## src/hw/rtl/bpe_pkg.sv

```systemverilog
`timescale 1ns / 1ps
`default_nettype none

package bpe_pkg;

    // Fixed field widths of the block's interface.
    localparam int COORD_W   = 16;
    localparam int T_IN_W    = 17;
    localparam int DEGREE_W  = 2;
    localparam int NUM_CTRL  = 4;
    localparam int CFG_IDX_W = 3;

    // Parameter value 1.0 in Q1.16.
    localparam logic [T_IN_W-1:0] T_ONE = 17'h10000;

    // Configuration register indexes.
    localparam logic [CFG_IDX_W-1:0] CFG_DEGREE = 3'd0;
    localparam logic [CFG_IDX_W-1:0] CFG_CTRL_0 = 3'd1;
    localparam logic [CFG_IDX_W-1:0] CFG_CTRL_1 = 3'd2;
    localparam logic [CFG_IDX_W-1:0] CFG_CTRL_2 = 3'd3;
    localparam logic [CFG_IDX_W-1:0] CFG_CTRL_3 = 3'd4;

    typedef logic signed [COORD_W-1:0] t_coord;

    typedef struct packed {
        logic [DEGREE_W-1:0]          degree;
        t_coord [NUM_CTRL-1:0]        ctrl;
    } t_cfg;

    // Control that travels with each word down the interpolation pipeline.
    typedef struct packed {
        logic                valid;
        logic [DEGREE_W-1:0] levels;
    } t_stage_ctl;

endpackage

`default_nettype wire

```

## src/hw/rtl/bpe_cfg_regs.sv

```systemverilog
`timescale 1ns / 1ps
`default_nettype none

module bpe_cfg_regs (
    input  wire logic                          i_clk,
    input  wire logic                          i_rst_n,
    input  wire logic                          i_cfg_we,
    input  wire logic [bpe_pkg::CFG_IDX_W-1:0] i_cfg_index,
    input  wire logic [bpe_pkg::COORD_W-1:0]   i_cfg_data,
    output bpe_pkg::t_cfg                      o_cfg
);

    bpe_pkg::t_cfg r_cfg;

    always_ff @(posedge i_clk) begin
        if (!i_rst_n) begin
            r_cfg.degree <= bpe_pkg::DEGREE_W'(3);
            r_cfg.ctrl   <= '0;
        end else if (i_cfg_we) begin
            case (i_cfg_index)
                bpe_pkg::CFG_DEGREE: r_cfg.degree  <= i_cfg_data[bpe_pkg::DEGREE_W-1:0];
                bpe_pkg::CFG_CTRL_0: r_cfg.ctrl[0] <= i_cfg_data;
                bpe_pkg::CFG_CTRL_1: r_cfg.ctrl[1] <= i_cfg_data;
                bpe_pkg::CFG_CTRL_2: r_cfg.ctrl[2] <= i_cfg_data;
                bpe_pkg::CFG_CTRL_3: r_cfg.ctrl[3] <= i_cfg_data;
                default: begin
                    // Unknown index: the write is dropped.
                end
            endcase
        end
    end

    assign o_cfg = r_cfg;

endmodule

`default_nettype wire

```

## config.mk

```make
export PLATFORM = sky130hd
export DESIGN_NAME = bpe_cfg_regs
export DESIGN_NICKNAME = d
export VERILOG_FILES = /design/src/hw/rtl/bpe_pkg.sv /design/src/hw/rtl/bpe_cfg_regs.sv
export SDC_FILE = /design/constraint.sdc
export NUM_CORES = 1
export LEC_CHECK = 0
export ABC_AREA = 1
export BUFFER_PORTS_ARGS = -buffer_cell sky130_fd_sc_hd__clkbuf_2
export CAP_MARGIN = 30
export CORE_MARGIN = 1.5
export CORE_UTILIZATION = 45
export DETAILED_ROUTE_END_ITERATION = 8
export PLACE_DENSITY_LB_ADDON = 0.25
export SYNTH_ARGS = -nofsm -noshare
export SYNTH_HDL_FRONTEND = slang
export SYNTH_SLANG_ARGS = --single-unit
export TNS_END_PERCENT = 10
```

## constraint.sdc

```tcl
create_clock -name i_clk -period 0.9 [get_ports i_clk]
set_clock_uncertainty 0.05 [all_clocks]
set_input_delay 0.18 -clock i_clk [delete_from_list [all_inputs] [get_ports i_clk]]
set_output_delay 0.18 -clock i_clk [all_outputs]
set_load 0.01 [all_outputs]
```

== Yosys cells after proc, flatten, opt, wreduce, memory -nomap -nowiden ==
Index checks and enable logic that the tools add are counted.

* Reduce and logical (&&, ||, !) cells: 6
* Equality and inequality tests: 4

{| class="wikitable"
|+ Operators by type and width
! operator !! count
|-
| $reduce_and 2->1 || 5
|-
| $eq 3x2->1 const B || 2
|-
| $eq 3x1->1 const B || 1
|-
| $eq 3x3->1 const B || 1
|-
| $logic_not 3->1 || 1
|}

* Register bits after elaboration: 66
* Input port bits: 22
* Logic and storage cells: 15

== Depth between registers and ports, before layout ==
* Depth after elaboration: 2
* Depth in mapped cells: 6
* Mapped depth without buffers: 5

== Worst setup path after synthesis ==
Ideal clock, no wire load.

* Path type: input-to-reg
* Start: in i_cfg_we
* End: reg r_cfg (netlist bit o_cfg[64])
* Slack: -0.078 ns
* Setup time: 0.123 ns
* Stages: 6
* Arrival: 0.804 ns
* Path buffers: 1
* Cell sequence: inv_1 > nor2_1 > buf_2 > nand2_1 > nand2_1 > nand3_1

* Cells in the longest elaborated chain, start to end: 1

{| class="wikitable"
|+ RTL lines
! element !! line !! text
|-
| start, declared || bpe_cfg_regs.sv:7 || <nowiki>input wire logic i_cfg_we,</nowiki>
|-
| $reduce_and 2->1 (no line) || -- ||
|-
| end, declared || bpe_cfg_regs.sv:13 || <nowiki>bpe_pkg::t_cfg r_cfg;</nowiki>
|}

Every way passes these cells.
A chain may end at the register's enable or synchronous reset.

== Worst setup path in the final report ==
* Start: reg r_cfg (netlist bit o_cfg[61])
* End: out o_cfg[61] in the netlist's numbering

{| class="wikitable"
|+ RTL lines
! element !! line !! text
|-
| end, declared || bpe_cfg_regs.sv:10 || <nowiki>output bpe_pkg::t_cfg o_cfg</nowiki>
|}

No word-level cell between the ends.

==> impl_metrics.tcl <==
set metrics [dict create \
    setup_ws_ns -0.1307 \
    core_sq_um 5886 \
    path_buf_inv 1 \
    cp_cell_sequence "buf_6" \
    grt_pass1_wl_mm 11.28 \
    ant_nets 0 \
    die_w_microns 81.04 \
    first_pass_iters 4 \
    hold_viol_final 0 \
    port_buffers 87 \
    crit_start "o_cfg[61]" \
    cts_root_buffer "clkbuf_8" \
    reg2reg_depth 3 \
    post_dp_cell_area_sq_um 3316 \
    finalCritPeriodShare_pct 114.5 \
    syn-cell-area_sq_um 2740 \
    hp-class "input port to flop" \
    fin_nets 500 \
    critPathKind "flop to output port" \
    max_cap_viol_count 0 \
    final.setup.tns_ns -7.687 \
    dieArea_sq_um 6567 \
    fillerInstances 445 \
    synthCells 386 \
    h-tree-depth 3 \
    min_period_ns 1.031 \
    grt_max_degree 32 \
    cp-start-kind "flop" \
    synthesis.nets 408 \
    cts_buffer_depth 2 \
    drive_gt1_share_pct 41.29 \
    synth_seq_cells 66 \
    r2r-end "o_cfg[22]" \
    grt_use_met1_pct 29.45 \
    grt.met2_usage_pct 37.17 \
    rows 28 \
    worst_setup_path_end_kind "output port" \
    power_density_nw_per_um2 1635 \
    numCtsBuffers 9 \
    synth_top_cell_by_area "dfxtp_1" \
    die_h_microns 81.04 \
    place_hpwl_mm 5.179 \
    p_total_w 0.006650 \
    synth_cell_type_count 15 \
    via_per_inst 4.989 \
    start_util_pct 46.56 \
    grt_pass1_vias 2402 \
    violations "negative setup slack" \
    dr_total_vias 2779 \
    cp-endpoint "o_cfg[61]" \
    hold_buffers 0 \
    fmax_ghz 0.9702 \
    slew_violations 0 \
    relSlewSlack_pct 70.93 \
    leakage_nw 1.883 \
    r2r_setup_slack_ns 0.14 \
    num_io_pins 88 \
    synth_top_area_share_pct 48.22 \
    tightest_slew_ns 0.4351 \
    synth_seq_area_share_pct 48.22 \
    slowest_delay_ns 0.35 \
    setup_violations 66 \
    yosysWarnings 0 \
    stdcell_area_sq_um 4066 \
    slowest_stage "dfxtp_2" \
    hp-start "i_cfg_data[0]" \
    diodes 0 \
    antenna_found_initial 0 \
    reg2reg_from "o_cfg[22]" \
    area_growth_pct 48.40 \
    synth.area.top_cells "dfxtp_1 (48%), nor2_1 (18%), nand3_1 (12%)" \
    worst-path-stages 1 \
    gp_congestion 0.8329 \
    cts_tree "built" \
    wl_per_cell_microns 13.69 \
    grt_use_total_pct 23.01 \
    largest_reg_flops 66 \
    drc_errors 0 \
    dr.first_iter.drc_count 254 \
    critical-path-top-delay-family "flip-flops" \
    fin_hold_ws_ns 0.05536 \
    drt-total-wl_mm 7.624 \
    rsz0062_at_grt "true" \
    use_met3_pct 4.382 \
    crit_arrival_ns 0.80 \
    clk_latency_ns 0.34 \
    busiest_layer "met2" \
    peakVddDrop_v 0.001211 \
    crit_required_ns 0.67 \
    gr-total-overflow 0 \
    cts.sinks 66 \
    path_clk_slew_ns 0.07 \
    status "finished, violations left" \
    worst-path-max-fanout 2 \
    avgSynthCellArea_sq_um 7.099 \
]
[power by group]
group	internal [W]	switching, W	total (W)
sequential	0.00304	0.0000767	0.00312
clock	0.00149	0.00110	0.00259
combinational	0.000436	0.000503	0.000939
[Yosys cell counts]
cell type	instances
clkbuf_1	2
buf_1	2
dfxtp_1	66
nor2_2	1
nand2_2	2
nor2_1	129
buf_4	3
buf_2	7
nand2_4	1
nand2_1	70
buf_6	7
inv_1	19
nand3_1	68
inv_2	3
nor2_4	6
[worst reg2reg max path, stage by stage (launching register included)]
cell and delay [ns]:
dfxtp_2 0.33, buf_4 0.12, nor2_1 0.10, nor2_1 0.05
[final cells by class]
class	count	area, sq um	area share, %
timing repair buffer	102	1070	26.31
clock buffer	13	168.9	4.154
inverter	22	87.58	2.154
tap	75	93.84	2.308
sequential	66	1404	34.52
clock inverter	2	35.03	0.8615
multi-input combinational	277	1207	29.69
[worst min-delay path by stage]
stage,end,slack [ns],cells after the start
floorplan,o_cfg[64],0.28,2
global placement,o_cfg[64],0.39,2
detailed placement,o_cfg[64],0.40,2
CTS,o_cfg[64],0.06,3
global route,o_cfg[64],0.07,3
finish,o_cfg[64],0.06,3
[placed cells by master, fill, tap and decap left out, drive strengths merged]
master / instances
buf: 82
nand3: 68
clkbuf: 33
inv: 22
dfxtp: 66
clkinv: 1
nand2: 73
nor2: 136
bufinv: 1
[metrics by stage]
| step | setup WS, ns | std cells | utilization (%) |
|---|---|---|---|
| floorplan | -0.02350 | 386 | - |
| global placement | -0.3109 | 538 | 56.34 |
| detailed placement | -0.3511 | 538 | 56.34 |
| CTS | -0.1450 | 554 | 61.48 |
| global route | -0.1536 | 557 | 69.09 |
| finish | -0.1307 | 557 | 69.09 |
[timing repair]
item	4_1_cts	5_1_grt
setup endpoints to repair	66	113
resized for setup	67	141
gates cloned	0	0
pin swaps	0	5
setup buffers	1	3
[layer usage]
metal	share of wire [%]	wire (microns)
met3	5.9	449
met1	43	3311
met5	0	0
met2	49	3702
met4	2.1	161
[kinds of logic after synthesis]
group / count (synthesis) / synth area share (%)
buffers and inverters: 43 / 8.539
DFF: 66 / 48.22
and+or+nand+nor: 277 / 43.24
(Power assumes the default switching activity.)
