<file path="src/hw/rtl/bpe_pkg.sv">
`timescale 1ns / 1ps
`default_nettype none

package bpe_pkg;

    // Fixed field widths of the block's interface.
    localparam int COORD_W   = 16;
    localparam int T_IN_W    = 17;
    localparam int DEGREE_W  = 2;
    localparam int NUM_CTRL  = 4;
    localparam int CFG_IDX_W = 3;

    // Parameter value 1.0 in Q1.16.
    localparam logic [T_IN_W-1:0] T_ONE = 17'h10000;

    // Configuration register indexes.
    localparam logic [CFG_IDX_W-1:0] CFG_DEGREE = 3'd0;
    localparam logic [CFG_IDX_W-1:0] CFG_CTRL_0 = 3'd1;
    localparam logic [CFG_IDX_W-1:0] CFG_CTRL_1 = 3'd2;
    localparam logic [CFG_IDX_W-1:0] CFG_CTRL_2 = 3'd3;
    localparam logic [CFG_IDX_W-1:0] CFG_CTRL_3 = 3'd4;

    typedef logic signed [COORD_W-1:0] t_coord;

    typedef struct packed {
        logic [DEGREE_W-1:0]          degree;
        t_coord [NUM_CTRL-1:0]        ctrl;
    } t_cfg;

    // Control that travels with each word down the interpolation pipeline.
    typedef struct packed {
        logic                valid;
        logic [DEGREE_W-1:0] levels;
    } t_stage_ctl;

endpackage

`default_nettype wire

</file>
<file path="src/hw/rtl/bpe_lerp_stage.sv">
`timescale 1ns / 1ps
`default_nettype none

// One de Casteljau level in two register stages: difference and magnitude
// first, then the multiply by t and the add back onto the base point.
module bpe_lerp_stage #(
    parameter  int MAX_DEGREE = 3,
    parameter  int FRAC_BITS  = 16,
    parameter  int LEVEL      = 1,
    localparam int NP         = MAX_DEGREE + 1,
    localparam int VW         = bpe_pkg::COORD_W + FRAC_BITS,
    localparam int TW         = FRAC_BITS + 1
) (
    input  wire logic                    i_clk,
    input  wire logic                    i_rst_n,
    input  bpe_pkg::t_stage_ctl          i_ctl,
    input  wire logic [NP-1:0][VW-1:0]   i_pts,
    input  wire logic [TW-1:0]           i_tf,
    output logic                         o_ready,
    output bpe_pkg::t_stage_ctl          o_ctl,
    output logic [NP-1:0][VW-1:0]        o_pts,
    output logic [TW-1:0]                o_tf,
    input  wire logic                    i_ready
);

    logic                          r_a_valid;
    logic [bpe_pkg::DEGREE_W-1:0]  r_a_levels;
    logic [NP-1:0][VW-1:0]         r_a_pts;
    logic [NP-2:0][VW-1:0]         r_a_mag;
    logic [NP-2:0]                 r_a_neg;
    logic [NP-2:0]                 r_a_act;
    logic [TW-1:0]                 r_a_tf;

    logic                          r_b_valid;
    logic [bpe_pkg::DEGREE_W-1:0]  r_b_levels;
    logic [NP-1:0][VW-1:0]         r_b_pts;
    logic [TW-1:0]                 r_b_tf;

    logic [NP-2:0][VW-1:0]         n_a_mag;
    logic [NP-2:0]                 n_a_neg;
    logic [NP-2:0]                 n_a_act;
    logic [NP-1:0][VW-1:0]         n_b_pts;

    logic                          w_rdy_a;
    logic                          w_rdy_b;

    assign w_rdy_b = !r_b_valid || i_ready;
    assign w_rdy_a = !r_a_valid || w_rdy_b;
    assign o_ready = w_rdy_a;

    // A lane is interpolated at this level only while it lies inside the
    // triangle for the configured degree; other lanes pass through.
    always_comb begin
        logic signed [VW:0] w_diff;
        for (int i = 0; i < NP - 1; i++) begin
            w_diff = $signed({i_pts[i+1][VW-1], i_pts[i+1]})
                   - $signed({i_pts[i][VW-1], i_pts[i]});
            n_a_neg[i] = w_diff[VW];
            n_a_mag[i] = w_diff[VW] ? VW'(-w_diff) : w_diff[VW-1:0];
            n_a_act[i] = int'(i_ctl.levels) >= (i + LEVEL);
        end
    end

    // Increment magnitude truncated to FRAC_BITS, then applied with the sign.
    always_comb begin
        logic [VW+TW-1:0] w_prod;
        logic [VW-1:0]    w_inc;
        for (int i = 0; i < NP - 1; i++) begin
            w_prod = (VW+TW)'(r_a_mag[i]) * (VW+TW)'(r_a_tf);
            w_inc  = w_prod[FRAC_BITS +: VW];
            if (!r_a_act[i]) begin
                n_b_pts[i] = r_a_pts[i];
            end else if (r_a_neg[i]) begin
                n_b_pts[i] = r_a_pts[i] - w_inc;
            end else begin
                n_b_pts[i] = r_a_pts[i] + w_inc;
            end
        end
        n_b_pts[NP-1] = r_a_pts[NP-1];
    end

    always_ff @(posedge i_clk) begin
        if (!i_rst_n) begin
            r_a_valid <= 1'b0;
            r_b_valid <= 1'b0;
        end else begin
            if (w_rdy_a) begin
                r_a_valid <= i_ctl.valid;
            end
            if (w_rdy_b) begin
                r_b_valid <= r_a_valid;
            end
        end
    end

    always_ff @(posedge i_clk) begin
        if (w_rdy_a && i_ctl.valid) begin
            r_a_levels <= i_ctl.levels;
            r_a_pts    <= i_pts;
            r_a_mag    <= n_a_mag;
            r_a_neg    <= n_a_neg;
            r_a_act    <= n_a_act;
            r_a_tf     <= i_tf;
        end
        if (w_rdy_b && r_a_valid) begin
            r_b_levels <= r_a_levels;
            r_b_pts    <= n_b_pts;
            r_b_tf     <= r_a_tf;
        end
    end

    assign o_ctl.valid  = r_b_valid;
    assign o_ctl.levels = r_b_levels;
    assign o_pts        = r_b_pts;
    assign o_tf         = r_b_tf;

endmodule

`default_nettype wire

</file>
<file path="config.mk">
export PLATFORM = sky130hd
export DESIGN_NAME = bpe_lerp_stage
export DESIGN_NICKNAME = d
export VERILOG_FILES = /design/src/hw/rtl/bpe_pkg.sv /design/src/hw/rtl/bpe_lerp_stage.sv
export SDC_FILE = /design/constraint.sdc
export NUM_CORES = 2
export LEC_CHECK = 0
export ABC_AREA = 1
export CELL_PAD_IN_SITES_DETAIL_PLACEMENT = 0
export CELL_PAD_IN_SITES_GLOBAL_PLACEMENT = 1
export CORE_MARGIN = 2
export CORE_UTILIZATION = 30
export DETAILED_ROUTE_END_ITERATION = 7
export DONT_BUFFER_PORTS = 1
export GPL_TIMING_DRIVEN = 0
export HOLD_SLACK_MARGIN = 0.03
export PLACE_DENSITY = 0.51
export SLEW_MARGIN = 20
export SYNTH_ARGS = -nofsm -noshare
export SYNTH_HDL_FRONTEND = slang
export SYNTH_SLANG_ARGS = --single-unit
</file>
<file path="constraint.sdc">
create_clock -name i_clk -period 13.2 [get_ports i_clk]
set_input_delay 1.32 -clock i_clk [delete_from_list [all_inputs] [get_ports i_clk]]
set_output_delay 1.32 -clock i_clk [all_outputs]
set_load 0.01 [all_outputs]
</file>
Word-level counts from Yosys, hierarchy flattened
Index checks and enable logic that the tools add are counted. W data, S select, Z words.

$add $sub $neg: 12. Multipliers: 3. Order comparisons: 3. Multiplexer cells: 9. Reductions and logical operators: 6.

Operators with widths (count): $mux W32 (9); $mul A32 B17 Y48 (3); $sub A32 B32 Y33 (3); $add A32 B32 Y32 (3); $neg A32 Y32 (3); $sub A32 B32 Y32 (3); $ge A2 B2 Y1 const B (2); $ge A2 B1 Y1 const B (1); $logic_and A1 B1 Y1 (2); $logic_not A1 Y1 (2); $logic_or A1 B1 Y1 (2).

Bits in registers: 398. Input bits: 151. Output and inout port bits: 149. Word-level logic and storage cells: 52.

Depth between registers and ports, before layout
Word-level depth: 4. Depth in mapped cells: 54. Mapped depth without buffers: 52.

Worst setup path after synthesis
Ideal clock, no wire load.

Path type: in2reg. From: input port i_ready. To: register r_b_pts (netlist bit o_pts[0]), enable pin. Library setup time: 701 ps. Arrival: 8424 ps. Data required time: 12499 ps. Slack: 4074 ps. Stages: 2. Path buffers: 0. Path through: inv_1 > a21oi_1.

Word-level cells in the longest chain between the ends: 2.

Ends and longest elaborated chain: from (decl) (RTL line bpe_lerp_stage.sv:23) `input wire logic i_ready`; $logic_or A1 B1 Y1 (RTL line bpe_lerp_stage.sv:47) `assign w_rdy_b = !r_b_valid || i_ready;`; $logic_and A1 B1 Y1 (RTL line bpe_lerp_stage.sv:105) `if (w_rdy_b && r_a_valid) begin`; to (signal assigned) (RTL line bpe_lerp_stage.sv:107) `r_b_pts <= n_b_pts;`; to (decl) (RTL line bpe_lerp_stage.sv:36) `logic [NP-1:0][VW-1:0] r_b_pts;`.

Every way passes these cells. A chain may end at the register's enable or synchronous reset.

==> impl_metrics.json <==
{
  "regArea_mm2": 0.0119,
  "worst_slack_ns": 1.08,
  "antenna_found_initial": 35,
  "grt_usage": 0.256,
  "max_slew_margin": 0.147,
  "synth.top_cells.by_area": "fa_1 (32%), nand2_1 (15%), edfxtp_1 (14%)",
  "place_hpwl_um": 316000,
  "endpoint_kind": "flop",
  "yosysWarnings": 0,
  "cp-start-kind": "flop",
  "fin_crit_sh": 0.918,
  "ys.flop_type": "edfxtp_1",
  "vias": 73100,
  "clk_root_buffer_cell": "clkbuf_16",
  "ys_seq_area_frac": 0.141,
  "gr-total-overflow": 0,
  "ys_ff_latch": 398,
  "synth_cells": 11600,
  "tightestPinTransition_ns": 1.28,
  "h-tree-depth": 2,
  "coreArea_mm2": 0.282,
  "r2r_slack_ns": 1.08,
  "cp_slowest_stage_delay_ns": 0.81,
  "clk_path_buf_depth": 3,
  "grt_start_max_net_pins": 91,
  "synth-edff-count": 396,
  "cts_tree": "built",
  "area_growth_pct": 8.37,
  "numCtsBuffers": 48,
  "drive_gt1_frac": 0.0258,
  "die_y_um": 536,
  "reg2regPathDepth": 37,
  "fin_crit_ns": 12.12,
  "fillerInstances": 30800,
  "cpMaxStageDelayCell": "buf_1",
  "ant_nets": 0,
  "pre_cts_ws_ns": 1.44,
  "crit_fanout": 10,
  "slew_viol_final": 0,
  "finalSetupViolations": 0,
  "setup-tns-final_ns": 0,
  "synth_nets": 13600,
  "syn_area_mm2": 0.0849,
  "hold_path.class": "reg2reg",
  "first_global_vias": 75400,
  "wl_per_cell_um": 23.7,
  "ios": 300,
  "first_pass_iters": 6,
  "clkSlewWorstSetupHoldPaths_ns": 0.06,
  "synth_area_per_cell_um2": 7.34,
  "synthArstFlopShare": 0,
  "cp.arrival_ns": 12.46,
  "grt_pass1_wl_um": 531000,
  "std_cell_rows": 195,
  "drt-total-wl_um": 366000,
  "gp_congestion": 0.921,
  "cts_hold_buf": 0,
  "drc": 0,
  "rsz0062_at_grt": "no",
  "viasPerCell": 4.74,
  "synth_cell_type_count": 55,
  "fmax_ghz": 0.0825,
  "drv_cap": 0,
  "synth_top_area_frac": 0.317,
  "cts-resized-gates": 0,
  "die_x_um": 536,
  "cts_num_sinks": 398,
  "cp.required_ns": 13.54,
  "fin_nets": 13700,
  "crit_type": "reg2reg",
  "die_area_mm2": 0.287,
  "multi_input_area_mm2": 0.0599,
  "io_buffers": 0,
  "finClkSkew_ns": 0.0901,
  "hold_depth": 0,
  "clk_latency_ns": 0.73,
  "timing.hold.ws_ns": 0.416,
  "drt_iter0_markers": 5563,
  "synth_top_cell_by_area": "fa_1",
  "status": "complete, no violations",
  "hold_viol_final": 0,
  "start_util": 0.301,
  "post_cts_buffers": 0
}
==> cell type report <==
cell class / instances / share of cell area
antenna: 16 / 0.000435
buffer: 419 / 0.0181
clock buffer: 55 / 0.0133
clock inverter: 31 / 0.00443
inverter: 3048 / 0.124
multi-input combinational: 7707 / 0.652
sequential: 398 / 0.130
tap: 3743 / 0.0509
timing repair buffer: 26 / 0.00707
==> sequential cells by signal, indices dropped and copies added, names as in the netlist, 3 cells and up <==
register / count
n_b_pts: 32
o_pts: 128
o_tf: 17
r_a_act: 3
r_a_mag: 96
r_a_neg: 3
r_a_pts: 96
r_a_tf: 17
==> logic make-up (layout without fill, tap and decap cells) <==
group | after synthesis | after routing | synth area share
and+or+nand+nor | 4742 | 4742 | 0.225
buffers and inverters | 3467 | 3579 | 0.154
adders and majority gates | 1890 | 1890 | 0.397
AOI/OAI and AO/OA | 763 | 763 | 0.0498
DFF | 398 | 398 | 0.141
xor gates and xnor gates | 312 | 312 | 0.0333
other | 0 | 16 | 0
==> per-stage QoR <==
stage          area [um^2]  std cells  utilization
6_report             92000      15400        0.326
5_1_grt              92000      15400        0.326
4_1_cts              91900      15400        0.326
3_5_place_dp         90300      15300        0.320
3_3_place_gp         89600      15300        0.318
2_1_floorplan        84900      11600            -
==> cell usage in the layout (no fill, tap or decap), types with 117 or more instances in the layout <==
cell and n:
nand2_1 3499, inv_1 3034, fa_1 1344, nor2_1 615, ha_1 546, edfxtp_1 396, a21oi_1 340, clkbuf_1 307
nand3_1 281, o21ai_0 243, xor2_1 199, nand4_1 117
==> per-layer routing <==
layer,up-vias,share of wire,GRT usage
met5,-,0.000027,0
met4,2,0.022,0.0512
met3,265,0.056,0.0356
met2,1894,0.45,0.410
met1,36800,0.47,0.366
li1,34100,-,-
==> cells in the mapped netlist (117+ instances only) <==
master / instances
a21oi_1: 341
clkbuf_1: 358
edfxtp_1: 396
fa_1: 1344
ha_1: 546
inv_1: 3035
nand2_1: 3499
nand3_1: 281
nand4_1: 117
nor2_1: 615
o21ai_0: 243
xor2_1: 199
==> worst max-delay path: cells and delay by family, from the launching register on <==
family	cells	cell delay, ns
adders and majority gates	9	4.10
AOI/OAI and AO/OA	8	2.64
buffers and inverters	10	2.52
and+or+nand+nor	8	1.08
xor gates and xnor gates	2	0.97
DFF	1	0.36
==> final timing paths <==
path                               start                   end
setup / recovery     r_a_tf[8]$_DFFE_PP_   o_pts[21]$_DFFE_PP_
hold / removal    n_b_pts[108]$_DFFE_PP_  o_pts[108]$_DFFE_PP_
setup reg to reg     r_a_tf[8]$_DFFE_PP_   o_pts[21]$_DFFE_PP_
hold reg to reg   n_b_pts[108]$_DFFE_PP_  o_pts[108]$_DFFE_PP_
Power is left out: the tool's default activity adds up to more than one toggle a clock period on the data nets, which glitch-free logic cannot reach.
